==> src/triggered_breakpoint_envelope_assert.svh <==
// Assertion macros for the breakpoint envelope generator.
`ifndef TRIGGERED_BREAKPOINT_ENVELOPE_ASSERT_SVH
`define TRIGGERED_BREAKPOINT_ENVELOPE_ASSERT_SVH

// Same-cycle implication, checked on clk outside reset.
`define TBE_ASSERT_HOLDS(label, cond_a, cond_b) \
  label: assert property (@(posedge clk) disable iff (rst) (cond_a) |-> (cond_b)) \
    else $error("envelope check failed");

// Next-cycle implication, checked on clk outside reset.
`define TBE_ASSERT_NEXT(label, cond_a, cond_b) \
  label: assert property (@(posedge clk) disable iff (rst) (cond_a) |=> (cond_b)) \
    else $error("envelope check failed");

`endif

==> src/tbe_pkg.sv <==
// Shared constants and field layout for the breakpoint envelope generator.
`default_nettype none

package tbe_pkg;

  localparam int POINT_LEVEL_W = 24;
  localparam int POINT_DUR_W   = 24;
  localparam int STEP_W        = 13;
  localparam int SEG_W         = 4;
  localparam int PROD_W        = POINT_LEVEL_W + STEP_W;

  localparam int TRIG_BIT = 0;
  localparam int IDX_LSB  = TRIG_BIT + 1;
  localparam int LVL_LSB  = IDX_LSB + SEG_W;
  localparam int DUR_LSB  = LVL_LSB + POINT_LEVEL_W;
  localparam int S_USED_W = DUR_LSB + POINT_DUR_W;
  localparam int S_TDATA_W = ((S_USED_W + 7) / 8) * 8;

  localparam int M_USED_W  = POINT_LEVEL_W + 1 + SEG_W;
  localparam int M_TDATA_W = ((M_USED_W + 7) / 8) * 8;
  localparam int M_PAD_W   = M_TDATA_W - M_USED_W;

  localparam int CFG_INDEX_W = 1;
  localparam int CFG_DATA_W  = STEP_W;

  localparam logic [0:0] CMD_TICK = 1'b0;
  localparam logic [0:0] CMD_LOAD = 1'b1;

  localparam logic [CFG_INDEX_W-1:0] REG_SEGMENT_TOTAL = 1'b0;
  localparam logic [CFG_INDEX_W-1:0] REG_STEP_SIZE     = 1'b1;

  localparam logic signed [32:0] OUT_MAX_W = 33'sd8388607;
  localparam logic signed [32:0] OUT_MIN_W = -33'sd8388608;
  localparam logic [POINT_LEVEL_W-1:0] OUT_MAX = 24'h7FFFFF;
  localparam logic [POINT_LEVEL_W-1:0] OUT_MIN = 24'h800000;

endpackage

`default_nettype wire

==> src/triggered_breakpoint_envelope.sv <==
// Breakpoint envelope generator: breakpoint table, sequencer and bit-serial slope divider.
// One item at a time (s_tready only in ST_IDLE); a load item writes the tables, then goes to ST_FINISH.
// Tick item without a new slope: ST_FETCH0, ST_FETCH1, then ST_ACCUM, ST_LAST or neither, then ST_FINISH.
// Tick item with a new slope: ST_FETCH0, ST_FETCH1, ST_SL_A to ST_SL_C, ST_MUL, the 1-bit-per-cycle divider in ST_DIV,
//   ST_SL_DONE, ST_ACCUM if the slope is applied at once, then ST_FINISH, which waits for a free output.
// Reset (rst, synchronous): state, level, slope and counters clear, segment_total = 1,
//   step_size = 1; breakpoint tables hold no defined value until written.
`default_nettype none
`include "triggered_breakpoint_envelope_assert.svh"

module triggered_breakpoint_envelope #(
  parameter int MAX_SEGMENTS  = 15,
  parameter int LEVEL_BITS    = 24,
  parameter int FRACTION_BITS = 16
) (
  input  logic                                clk,
  input  logic                                rst,
  input  logic                                s_tvalid,
  output logic                                s_tready,
  // trigger, point_index, point_level, point_duration, zero pad
  input  logic [tbe_pkg::S_TDATA_W-1:0]       s_tdata,
  // command
  input  logic                                s_tuser,
  output logic                                m_tvalid,
  input  logic                                m_tready,
  // level, playing, segment_now, zero pad
  output logic [tbe_pkg::M_TDATA_W-1:0]       m_tdata,
  input  logic                                cfg_write,
  input  logic [tbe_pkg::CFG_INDEX_W-1:0]     cfg_index,
  input  logic [tbe_pkg::CFG_DATA_W-1:0]      cfg_data
);

  import tbe_pkg::*;

  localparam int ACC_W  = LEVEL_BITS + FRACTION_BITS;
  localparam int NUM_W  = PROD_W + FRACTION_BITS;
  localparam int HI_W   = NUM_W - ACC_W + 1;
  localparam int CNT_W  = $clog2(NUM_W + 1);
  localparam int ADDR_W = $clog2(MAX_SEGMENTS + 1);

  localparam logic signed [ACC_W-1:0] ACC_MAX = {1'b0, {(ACC_W-1){1'b1}}};
  localparam logic signed [ACC_W-1:0] ACC_MIN = {1'b1, {(ACC_W-1){1'b0}}};
  localparam logic signed [32:0] LVL_MAX_W = (33'sd1 <<< (LEVEL_BITS - 1)) - 33'sd1;
  localparam logic signed [32:0] LVL_MIN_W = -(33'sd1 <<< (LEVEL_BITS - 1));

  typedef enum logic [11:0] {
    ST_IDLE    = 12'b000000000001,
    ST_FETCH0  = 12'b000000000010,
    ST_FETCH1  = 12'b000000000100,
    ST_LAST    = 12'b000000001000,
    ST_SL_A    = 12'b000000010000,
    ST_SL_B    = 12'b000000100000,
    ST_SL_C    = 12'b000001000000,
    ST_MUL     = 12'b000010000000,
    ST_DIV     = 12'b000100000000,
    ST_SL_DONE = 12'b001000000000,
    ST_ACCUM   = 12'b010000000000,
    ST_FINISH  = 12'b100000000000
  } state_t;

  function automatic logic signed [ACC_W-1:0] level_to_acc(
    input logic signed [POINT_LEVEL_W-1:0] v
  );
    logic signed [32:0] w;
    w = 33'(v);
    if (w > LVL_MAX_W) return ACC_MAX;
    else if (w < LVL_MIN_W) return ACC_MIN;
    else return {w[LEVEL_BITS-1:0], {FRACTION_BITS{1'b0}}};
  endfunction

  function automatic logic signed [ACC_W-1:0] sat_add(
    input logic signed [ACC_W-1:0] a,
    input logic signed [ACC_W-1:0] b
  );
    logic [ACC_W:0] s;
    s = {a[ACC_W-1], a} + {b[ACC_W-1], b};
    if (s[ACC_W] != s[ACC_W-1]) return s[ACC_W] ? ACC_MIN : ACC_MAX;
    else return s[ACC_W-1:0];
  endfunction

  state_t state;

  logic [SEG_W-1:0]  segment_total;
  logic [STEP_W-1:0] step_size;

  logic signed [ACC_W-1:0] level_acc;
  logic signed [ACC_W-1:0] slope;
  logic                    run_flag;
  logic [SEG_W-1:0]        segment_pointer;
  logic [POINT_DUR_W-1:0]  sample_count;

  logic signed [POINT_LEVEL_W-1:0] level_mem [MAX_SEGMENTS+1];
  logic [POINT_DUR_W-1:0]          dur_mem [MAX_SEGMENTS];
  logic [ADDR_W-1:0]               lvl_addr;
  logic [ADDR_W-1:0]               dur_addr;
  logic signed [POINT_LEVEL_W-1:0] lvl_q;
  logic [POINT_DUR_W-1:0]          dur_q;

  logic                            trig;
  logic                            acc_after;
  logic [ADDR_W-1:0]               slope_idx;
  logic signed [POINT_LEVEL_W-1:0] level_a;
  logic [POINT_DUR_W-1:0]          div_d;
  logic                            div_neg;
  logic [POINT_LEVEL_W-1:0]        mag;
  logic [NUM_W-1:0]                num_sr;
  logic [NUM_W-1:0]                quo;
  logic [POINT_DUR_W-1:0]          rem;
  logic [CNT_W-1:0]                div_cnt;

  logic [SEG_W-1:0]         total;
  logic [SEG_W-1:0]         seg_inc;
  logic                     in_range;
  logic                     accepted;
  logic                     out_free;
  logic [POINT_LEVEL_W:0]   diff;
  logic [POINT_LEVEL_W:0]   diff_abs;
  logic [POINT_DUR_W:0]     trial;
  logic                     qbit;
  logic [HI_W-1:0]          q_hi;
  logic [ACC_W-2:0]         q_lo;
  logic [ACC_W-1:0]         q_mag;
  logic [POINT_DUR_W:0]     cnt_sum;
  logic signed [32:0]       lev_w;
  logic [POINT_LEVEL_W-1:0] level_out;

  assign s_tready = (state == ST_IDLE);
  assign accepted = s_tvalid && s_tready;
  assign out_free = !m_tvalid || m_tready;
  assign seg_inc  = segment_pointer + SEG_W'(1);

  always_comb begin
    if (32'(segment_total) > MAX_SEGMENTS) total = SEG_W'(MAX_SEGMENTS);
    else total = segment_total;
  end

  assign in_range = (run_flag || trig) && (segment_pointer < total);

  assign diff     = {lvl_q[POINT_LEVEL_W-1], lvl_q} - {level_a[POINT_LEVEL_W-1], level_a};
  assign diff_abs = diff[POINT_LEVEL_W] ? ((POINT_LEVEL_W+1)'(0) - diff) : diff;

  assign trial = {rem, num_sr[NUM_W-1]};
  assign qbit  = (trial >= {1'b0, div_d});

  assign q_hi  = quo[NUM_W-1:ACC_W-1];
  assign q_lo  = quo[ACC_W-2:0];
  assign q_mag = quo[ACC_W-1:0];

  assign cnt_sum = {1'b0, sample_count} + (POINT_DUR_W+1)'(step_size);

  always_comb begin
    lev_w = 33'($signed(level_acc[ACC_W-1:FRACTION_BITS]));
    if (lev_w > OUT_MAX_W) level_out = OUT_MAX;
    else if (lev_w < OUT_MIN_W) level_out = OUT_MIN;
    else level_out = lev_w[POINT_LEVEL_W-1:0];
  end

  always_comb begin
    unique case (state)
      ST_FETCH1: lvl_addr = ADDR_W'(total);
      ST_SL_A:   lvl_addr = slope_idx;
      ST_SL_B:   lvl_addr = slope_idx + ADDR_W'(1);
      default:   lvl_addr = '0;
    endcase
  end

  always_comb begin
    unique case (state)
      ST_FETCH0: dur_addr = ADDR_W'(segment_pointer);
      ST_SL_A:   dur_addr = slope_idx;
      default:   dur_addr = '0;
    endcase
  end

  always_ff @(posedge clk) begin
    if (accepted && s_tuser == CMD_LOAD) begin
      if (32'(s_tdata[IDX_LSB +: SEG_W]) <= MAX_SEGMENTS) begin
        level_mem[ADDR_W'(s_tdata[IDX_LSB +: SEG_W])] <= s_tdata[LVL_LSB +: POINT_LEVEL_W];
      end
      if (32'(s_tdata[IDX_LSB +: SEG_W]) < MAX_SEGMENTS) begin
        dur_mem[ADDR_W'(s_tdata[IDX_LSB +: SEG_W])] <= s_tdata[DUR_LSB +: POINT_DUR_W];
      end
    end
    lvl_q <= level_mem[lvl_addr];
    dur_q <= dur_mem[dur_addr];
  end

  always_ff @(posedge clk) begin
    if (rst) begin
      segment_total <= SEG_W'(1);
      step_size     <= STEP_W'(1);
    end else if (cfg_write) begin
      unique case (cfg_index)
        REG_SEGMENT_TOTAL: segment_total <= cfg_data[SEG_W-1:0];
        REG_STEP_SIZE:     step_size     <= cfg_data[STEP_W-1:0];
      endcase
    end
  end

  always_ff @(posedge clk) begin
    if (rst) begin
      state           <= ST_IDLE;
      level_acc       <= '0;
      slope           <= '0;
      run_flag        <= 1'b0;
      segment_pointer <= '0;
      sample_count    <= '0;
      trig            <= 1'b0;
      acc_after       <= 1'b0;
      div_cnt         <= '0;
    end else begin
      unique case (state)
        ST_IDLE: begin
          if (accepted) begin
            trig  <= s_tdata[TRIG_BIT];
            state <= (s_tuser == CMD_LOAD) ? ST_FINISH : ST_FETCH0;
          end
        end
        ST_FETCH0: state <= ST_FETCH1;
        ST_FETCH1: begin
          if (trig) begin
            level_acc <= level_to_acc(lvl_q);
            run_flag  <= 1'b1;
          end
          if (!in_range) begin
            run_flag        <= 1'b0;
            sample_count    <= '0;
            segment_pointer <= '0;
            state           <= ST_LAST;
          end else if (sample_count < dur_q) begin
            if (trig) begin
              slope_idx <= '0;
              acc_after <= 1'b1;
              state     <= ST_SL_A;
            end else begin
              state <= ST_ACCUM;
            end
          end else begin
            segment_pointer <= seg_inc;
            sample_count    <= '0;
            if (seg_inc < total) begin
              slope_idx <= ADDR_W'(seg_inc);
              acc_after <= 1'b0;
              state     <= ST_SL_A;
            end else if (trig) begin
              slope_idx <= '0;
              acc_after <= 1'b0;
              state     <= ST_SL_A;
            end else begin
              state <= ST_FINISH;
            end
          end
        end
        ST_LAST: begin
          level_acc <= level_to_acc(lvl_q);
          state     <= ST_FINISH;
        end
        ST_SL_A: state <= ST_SL_B;
        ST_SL_B: begin
          level_a <= lvl_q;
          div_d   <= dur_q;
          state   <= ST_SL_C;
        end
        ST_SL_C: begin
          div_neg <= diff[POINT_LEVEL_W];
          mag     <= diff_abs[POINT_LEVEL_W-1:0];
          state   <= ST_MUL;
        end
        ST_MUL: begin
          num_sr  <= {PROD_W'(mag) * PROD_W'(step_size), {FRACTION_BITS{1'b0}}};
          rem     <= '0;
          div_cnt <= CNT_W'(NUM_W);
          state   <= ST_DIV;
        end
        ST_DIV: begin
          num_sr  <= {num_sr[NUM_W-2:0], 1'b0};
          quo     <= {quo[NUM_W-2:0], qbit};
          rem     <= qbit ? POINT_DUR_W'(trial - {1'b0, div_d}) : trial[POINT_DUR_W-1:0];
          div_cnt <= div_cnt - CNT_W'(1);
          if (div_cnt == CNT_W'(1)) state <= ST_SL_DONE;
        end
        ST_SL_DONE: begin
          if (div_d == '0) begin
            slope <= '0;
          end else if (!div_neg) begin
            slope <= (q_hi != '0) ? ACC_MAX : q_mag;
          end else begin
            slope <= (q_hi > HI_W'(1) || (q_hi == HI_W'(1) && q_lo != '0)) ? ACC_MIN : -q_mag;
          end
          state <= acc_after ? ST_ACCUM : ST_FINISH;
        end
        ST_ACCUM: begin
          level_acc    <= sat_add(level_acc, slope);
          sample_count <= cnt_sum[POINT_DUR_W] ? '1 : cnt_sum[POINT_DUR_W-1:0];
          state        <= ST_FINISH;
        end
        ST_FINISH: begin
          if (out_free) state <= ST_IDLE;
        end
        default: state <= ST_IDLE;
      endcase
    end
  end

  always_ff @(posedge clk) begin
    if (rst) begin
      m_tvalid <= 1'b0;
    end else if (state == ST_FINISH && out_free) begin
      m_tvalid <= 1'b1;
    end else if (m_tready) begin
      m_tvalid <= 1'b0;
    end
  end

  always_ff @(posedge clk) begin
    if (state == ST_FINISH && out_free) begin
      m_tdata <= {{M_PAD_W{1'b0}}, segment_pointer, run_flag, level_out};
    end
  end

  `TBE_ASSERT_NEXT(a_accept_drops_ready, s_tvalid && s_tready, !s_tready)
  `TBE_ASSERT_NEXT(a_finish_emits, state == ST_FINISH && out_free, m_tvalid && state == ST_IDLE)
  `TBE_ASSERT_HOLDS(a_div_count_live, state == ST_DIV, div_cnt != '0)
  `TBE_ASSERT_HOLDS(a_rem_below_divisor, state == ST_DIV && div_d != '0, rem < div_d)

endmodule

`default_nettype wire

==> config.mk <==
export PLATFORM = sky130hd
export DESIGN_NAME = triggered_breakpoint_envelope
export DESIGN_NICKNAME = d
export VERILOG_FILES = /design/src/tbe_pkg.sv /design/src/triggered_breakpoint_envelope.sv
export VERILOG_INCLUDE_DIRS = /design/src /design/src/src
export SDC_FILE = /design/constraint.sdc
export NUM_CORES = 2
export LEC_CHECK = 0
export BUFFER_PORTS_ARGS = -buffer_cell sky130_fd_sc_hd__buf_2
export CORE_ASPECT_RATIO = 0.9
export CORE_MARGIN = 4
export CORE_UTILIZATION = 60
export CTS_BUF_LIST = sky130_fd_sc_hd__clkbuf_4 sky130_fd_sc_hd__clkbuf_8 sky130_fd_sc_hd__clkbuf_16
export DETAILED_ROUTE_END_ITERATION = 10
export PLACE_DENSITY = 0.88
export SLEW_MARGIN = 20
export SYNTH_ARGS = -nofsm -noshare
export SYNTH_HDL_FRONTEND = slang
export SYNTH_SLANG_ARGS = --single-unit
==> constraint.sdc <==
create_clock -name clk -period 18.4 [get_ports clk]
set_clock_uncertainty 0.15 [all_clocks]
set_input_delay 1.84 -clock clk [delete_from_list [all_inputs] [get_ports clk]]
set_output_delay 1.84 -clock clk [all_outputs]
set_load 0.01 [all_outputs]
==> report_table.html <==
<table>
<tr><th>Metric</th><th>Value</th></tr>
<tr><th colspan="2">Critical path</th></tr>
<tr><td>Max Fanout on Critical Path</td><td>13</td></tr>
<tr><td>Worst Path Required</td><td>about 19 ns</td></tr>
<tr><td>Crit path arrival time</td><td>around 7.3 ns</td></tr>
<tr><td>Worst setup SP type</td><td>flip-flop</td></tr>
<tr><td>Capturing element type of the critical path</td><td>flip-flop</td></tr>
<tr><td>CP startpoint</td><td>mag[0]</td></tr>
<tr><td>R2r startpoint</td><td>mag[0]</td></tr>
<tr><td>Crit path kind</td><td>flip-flop to flip-flop</td></tr>
<tr><th colspan="2">Timing</th></tr>
<tr><td>Final Slew Violations</td><td>0</td></tr>
<tr><td>RSZ-0062 raised after global routing</td><td>no</td></tr>
<tr><td>Achievable frequency</td><td>143 MHz</td></tr>
<tr><td>Final critical-path required period</td><td>7.00 ns</td></tr>
<tr><td>Final critical-path share of the clock period</td><td>38.1%</td></tr>
<tr><td>Actual slew at the worst max-slew pin</td><td>roughly 1.2 ns</td></tr>
<tr><td>Final Hold Viols</td><td>0</td></tr>
<tr><td>Relative slew slack</td><td>22.2%</td></tr>
<tr><td>Number of setup violations in the final report</td><td>0</td></tr>
<tr><td>Setup TNS</td><td>0 ns</td></tr>
<tr><th colspan="2">Yosys</th></tr>
<tr><td>Count of mapped cells out of synthesis</td><td>between 5000 and 6000</td></tr>
<tr><td>Leading post-synthesis cells by cell area</td><td>edfxtp_1 47%, fa_1 8.0%, dfxtp_1 6.3%, nand2_1 5.9%, ha_1 4.4%</td></tr>
<tr><td>XOR/XNOR Fraction of Synth Area</td><td>1.84%</td></tr>
<tr><td>Cell area after technology mapping</td><td>0.0615 mm^2</td></tr>
<tr><td>Synth area leader</td><td>edfxtp_1</td></tr>
<tr><td>Fraction of synthesis flops using an asynchronous set or reset pin</td><td>0%</td></tr>
<tr><td>Sequential area share after synthesis</td><td>53.4%</td></tr>
<tr><td>Count of state elements after synthesis</td><td>1159</td></tr>
<tr><td>Dominant combinational cell family by area after synthesis</td><td>simple AND/OR/NAND/NOR gates</td></tr>
<tr><td>Adder and majority gate portion of the synthesized area</td><td>12.4%</td></tr>
<tr><td>Simple-gate share of the synthesized area</td><td>14.6%</td></tr>
<tr><td>Multiplexer area fraction after synthesis</td><td>0.869%</td></tr>
<tr><td>Number of unique standard cell types used by synthesis</td><td>85</td></tr>
<tr><td>Syn_area_per_cell</td><td>10.8 um^2</td></tr>
<tr><td>Post-synth EDFFs</td><td>between 900 and 1000</td></tr>
<tr><td>Count of warnings emitted by yosys</td><td>0</td></tr>
<tr><td>Share of Yosys cell area claimed by the top area cell type</td><td>47.1%</td></tr>
<tr><td>Synthesized-area fraction occupied by ao, oa, aoi and oai cells</td><td>12.2%</td></tr>
<tr><td>Synth Flop Type</td><td>edfxtp_1</td></tr>
<tr><th colspan="2">CTS</th></tr>
<tr><td>CTS Hold Buffers Added</td><td>0</td></tr>
<tr><td>Post-CTS setup buffer count</td><td>0</td></tr>
<tr><td>Clk sink count</td><td>around 1200</td></tr>
<tr><td>Cts bufs inserted</td><td>between 100 and 150</td></tr>
<tr><td>Clock insertion delay at the later pin of the skew report</td><td>0.75 ns</td></tr>
<tr><td>Clock tree from TritonCTS</td><td>done</td></tr>
<tr><td>Post-CTS sizing</td><td>0</td></tr>
<tr><td>Clock-pin transition on the worst setup and hold timing paths</td><td>0.07 ns</td></tr>
<tr><td>H-Tree Level Count</td><td>3</td></tr>
<tr><td>Maximum number of buffers from clock root to sink</td><td>3</td></tr>
<tr><td>Root buffer cell</td><td>clkbuf_16</td></tr>
<tr><th colspan="2">Place</th></tr>
<tr><td>Gpl congestion</td><td>0.943</td></tr>
<tr><td>Port bufs</td><td>103</td></tr>
<tr><td>Dpl hpwl</td><td>approximately 96000 um</td></tr>
<tr><th colspan="2">Power and ir drop</th></tr>
<tr><td>Power share of the sequential group</td><td>50.3%</td></tr>
<tr><td>Portion of total power attributed to the clock network</td><td>between 40% and 50%</td></tr>
<tr><td>Cell internal pwr</td><td>4400 uW</td></tr>
<tr><td>VDD IR max</td><td>0.104 mV</td></tr>
<tr><td>Fraction of power spent switching nets</td><td>22.9%</td></tr>
<tr><td>Combinational power share</td><td>under 10%</td></tr>
<tr><td>Net switching component of the power</td><td>1310 uW</td></tr>
<tr><td>Static Leak</td><td>0.0260 uW</td></tr>
<tr><td>Total power per unit cell area</td><td>85.0 mW/mm^2</td></tr>
<tr><th colspan="2">Route</th></tr>
<tr><td>Detail-routed net length per standard cell</td><td>22.5 um</td></tr>
<tr><td>TritonRoute pass-1 iters</td><td>8</td></tr>
<tr><td>Wire length reported by the detailed router</td><td>159000 um</td></tr>
<tr><td>Drc violations</td><td>0</td></tr>
<tr><td>Via-to-Cell Ratio</td><td>6.36</td></tr>
<tr><td>Via count</td><td>45200</td></tr>
<tr><td>Count of routing violations after the opening detailed-route iteration</td><td>6195</td></tr>
<tr><td>Antenna viol nets, final</td><td>0</td></tr>
<tr><th colspan="2">Floorplan</th></tr>
<tr><td>Die Outline Area</td><td>around 0.11 mm^2</td></tr>
<tr><td>Die span in x</td><td>345 um</td></tr>
<tr><td>Initial Util</td><td>slightly above 60%</td></tr>
<tr><td>Number of placement rows</td><td>111</td></tr>
<tr><td>Placeable core area</td><td>0.102 mm^2</td></tr>
<tr><td>Vertical die dimension</td><td>slightly above 300 um</td></tr>
<tr><td>I/O pin count</td><td>110</td></tr>
<tr><th colspan="2">Global route</th></tr>
<tr><td>Number of global-route vias before repair</td><td>44600</td></tr>
<tr><td>All-Layer GR Usage</td><td>between 20% and 30%</td></tr>
<tr><td>Maximum number of pins on one net before global-route repair</td><td>193</td></tr>
<tr><td>Global-route wire length before repair</td><td>247000 um</td></tr>
<tr><td>Grt ovf</td><td>0</td></tr>
<tr><td>Number of antenna violations at the first check in global routing</td><td>26</td></tr>
<tr><th colspan="2">Finish</th></tr>
<tr><td>Most frequent cells in the layout</td><td>969 x nand2_1, 964 x edfxtp_1, 418 x inv_1, 333 x a21oi_1, 254 x and2_1</td></tr>
<tr><td>Share of layout cells above drive strength 1</td><td>between 7 and 8%</td></tr>
<tr><td>Util after Layout</td><td>66.0%</td></tr>
<tr><td>Net count of the finished layout</td><td>about 6200</td></tr>
<tr><td>Fill cell count</td><td>6711</td></tr>
<tr><td>Leading cell type in the layout, fill and taps excluded</td><td>nand2_1</td></tr>
<tr><td>Synthesis-to-layout area growth</td><td>9.22%</td></tr>
<tr><th colspan="2">Worst hold path</th></tr>
<tr><td>Hold Crit Class</td><td>flip-flop to flip-flop</td></tr>
<tr><td>HP Start</td><td>level_acc[32]</td></tr>
<tr><th colspan="2">Outcome</th></tr>
<tr><td>Outcome</td><td>finished clean</td></tr>
<tr><th colspan="2">Flow run</th></tr>
<tr><td>Number of max-capacitance violations reported</td><td>0</td></tr>
</table>
-- metal layers --
| metal | global-route usage [%] | up-vias | part of all wire, % |
|---|---|---|---|
| li1 | - | 19900 | - |
| met3 | 6.82 | 492 | 12 |
| met1 | 38.8 | 21800 | 38 |
| met5 | 0 | - | 0.040 |
| met2 | 46.0 | 2906 | 46 |
| met4 | 11.8 | 8 | 4.1 |
-- state kept, by name, summed over array words and instances (netlist names), 29 cells and up --
signal and count:
level_acc 40, m_tdata 29, num_sr 37, level_mem 384, quo 53, dur_mem 360
slope 40
-- power groups by stage --
stage / clock, uW / combinational, uW / sequential, uW
4_1_cts: 2400 / 433 / 2870
6_report: 2400 / 438 / 2870
3_3_place_gp: 0 / 410 / 2930
5_1_grt: 2510 / 496 / 2870
2_1_floorplan: 0 / 312 / 2920
3_5_place_dp: 0 / 428 / 2930
-- cell type report --
| type | count | area (um^2) | area share, % |
|---|---|---|---|
| clock buffers | 166 | 3320 | 4.94 |
| inverters | 418 | 1570 | 2.34 |
| diodes | 19 | 47.5 | 0.0708 |
| repair buffers | 167 | 1020 | 1.52 |
| multi-input cells | 3770 | 26100 | 38.8 |
| flip-flops and latches | 1159 | 32900 | 48.9 |
| clock inverters | 41 | 577 | 0.859 |
| well taps | 1356 | 1700 | 2.53 |
-- Yosys cell counts, types with 9 or more instances --
cell type and count:
a211o_1 10, a211oi_1 198, a21o_1 75, a21oi_1 335, a22oi_1 9, a311oi_1 50, a31oi_1 116, and2_1 254
and3_1 20, buf_1 16, buf_2 10, clkbuf_1 298, dfxtp_1 195, edfxtp_1 964, fa_1 246, ha_1 218
inv_1 418, mux2i_1 50, nand2_1 971, nand2b_1 42, nand3_1 111, nand3b_1 11, nand4_1 22, nor2_1 269
nor2b_1 26, nor3_1 93, nor3b_1 14, nor4_1 32, nor4b_1 10, o211ai_1 22, o21a_1 25, o21ai_0 216
o21bai_1 16, o221ai_1 17, o31ai_1 12, or3_1 18, xnor2_1 82, xor2_1 47
-- stage by stage --
step / std cells / cell area [um^2] / total power [uW] / setup slack [ns] / hold WS [ns]
after floorplan: 5677 / 61500 / 3240 / 12.45 / 0.258
final: 7096 / 67200 / 5710 / 11.40 / 0.291
after detailed placement: 6870 / 63200 / 3360 / 11.34 / 0.274
after global routing: 7088 / 67200 / 5880 / 11.12 / 0.313
after global placement: 6870 / 63200 / 3340 / 11.46 / 0.274
after CTS: 7077 / 67100 / 5700 / 11.26 / 0.295
-- worst paths after layout --
kind,endpoint,slack (ns),cells after the start
min reg2reg,m_tdata[16],0.29,0
min,m_tdata[16],0.29,0
max reg2reg,num_sr[49],11.40,20
max,num_sr[49],11.40,20
-- critical path: stages (launching register included) --
cell and delay (ns):
edfxtp_1 0.79, nand2_1 0.17, fa_1 0.55, fa_1 0.56
inv_1 0.06, fa_1 0.52, fa_1 0.56, inv_1 0.06
fa_1 0.54, inv_1 0.06, ha_1 0.37, and4_1 0.26
and3_1 0.18, a32o_1 0.26, o21ai_0 0.33, a31oi_1 0.23
a21oi_1 0.36, nand2b_1 0.11, a21oi_1 0.21, xor2_1 0.20
o21ai_0 0.11
-- cell families after synthesis --
group / Yosys count
flip-flops: 1159
buffers and inverters: 748
other: 1
multiplexers: 53
adder cells (fa/ha/maj): 464
XOR/XNOR: 129
AND/OR/NAND/NOR: 1944
AO/OA/AOI/OAI: 1177
Power figures use the tool's default switching activity.
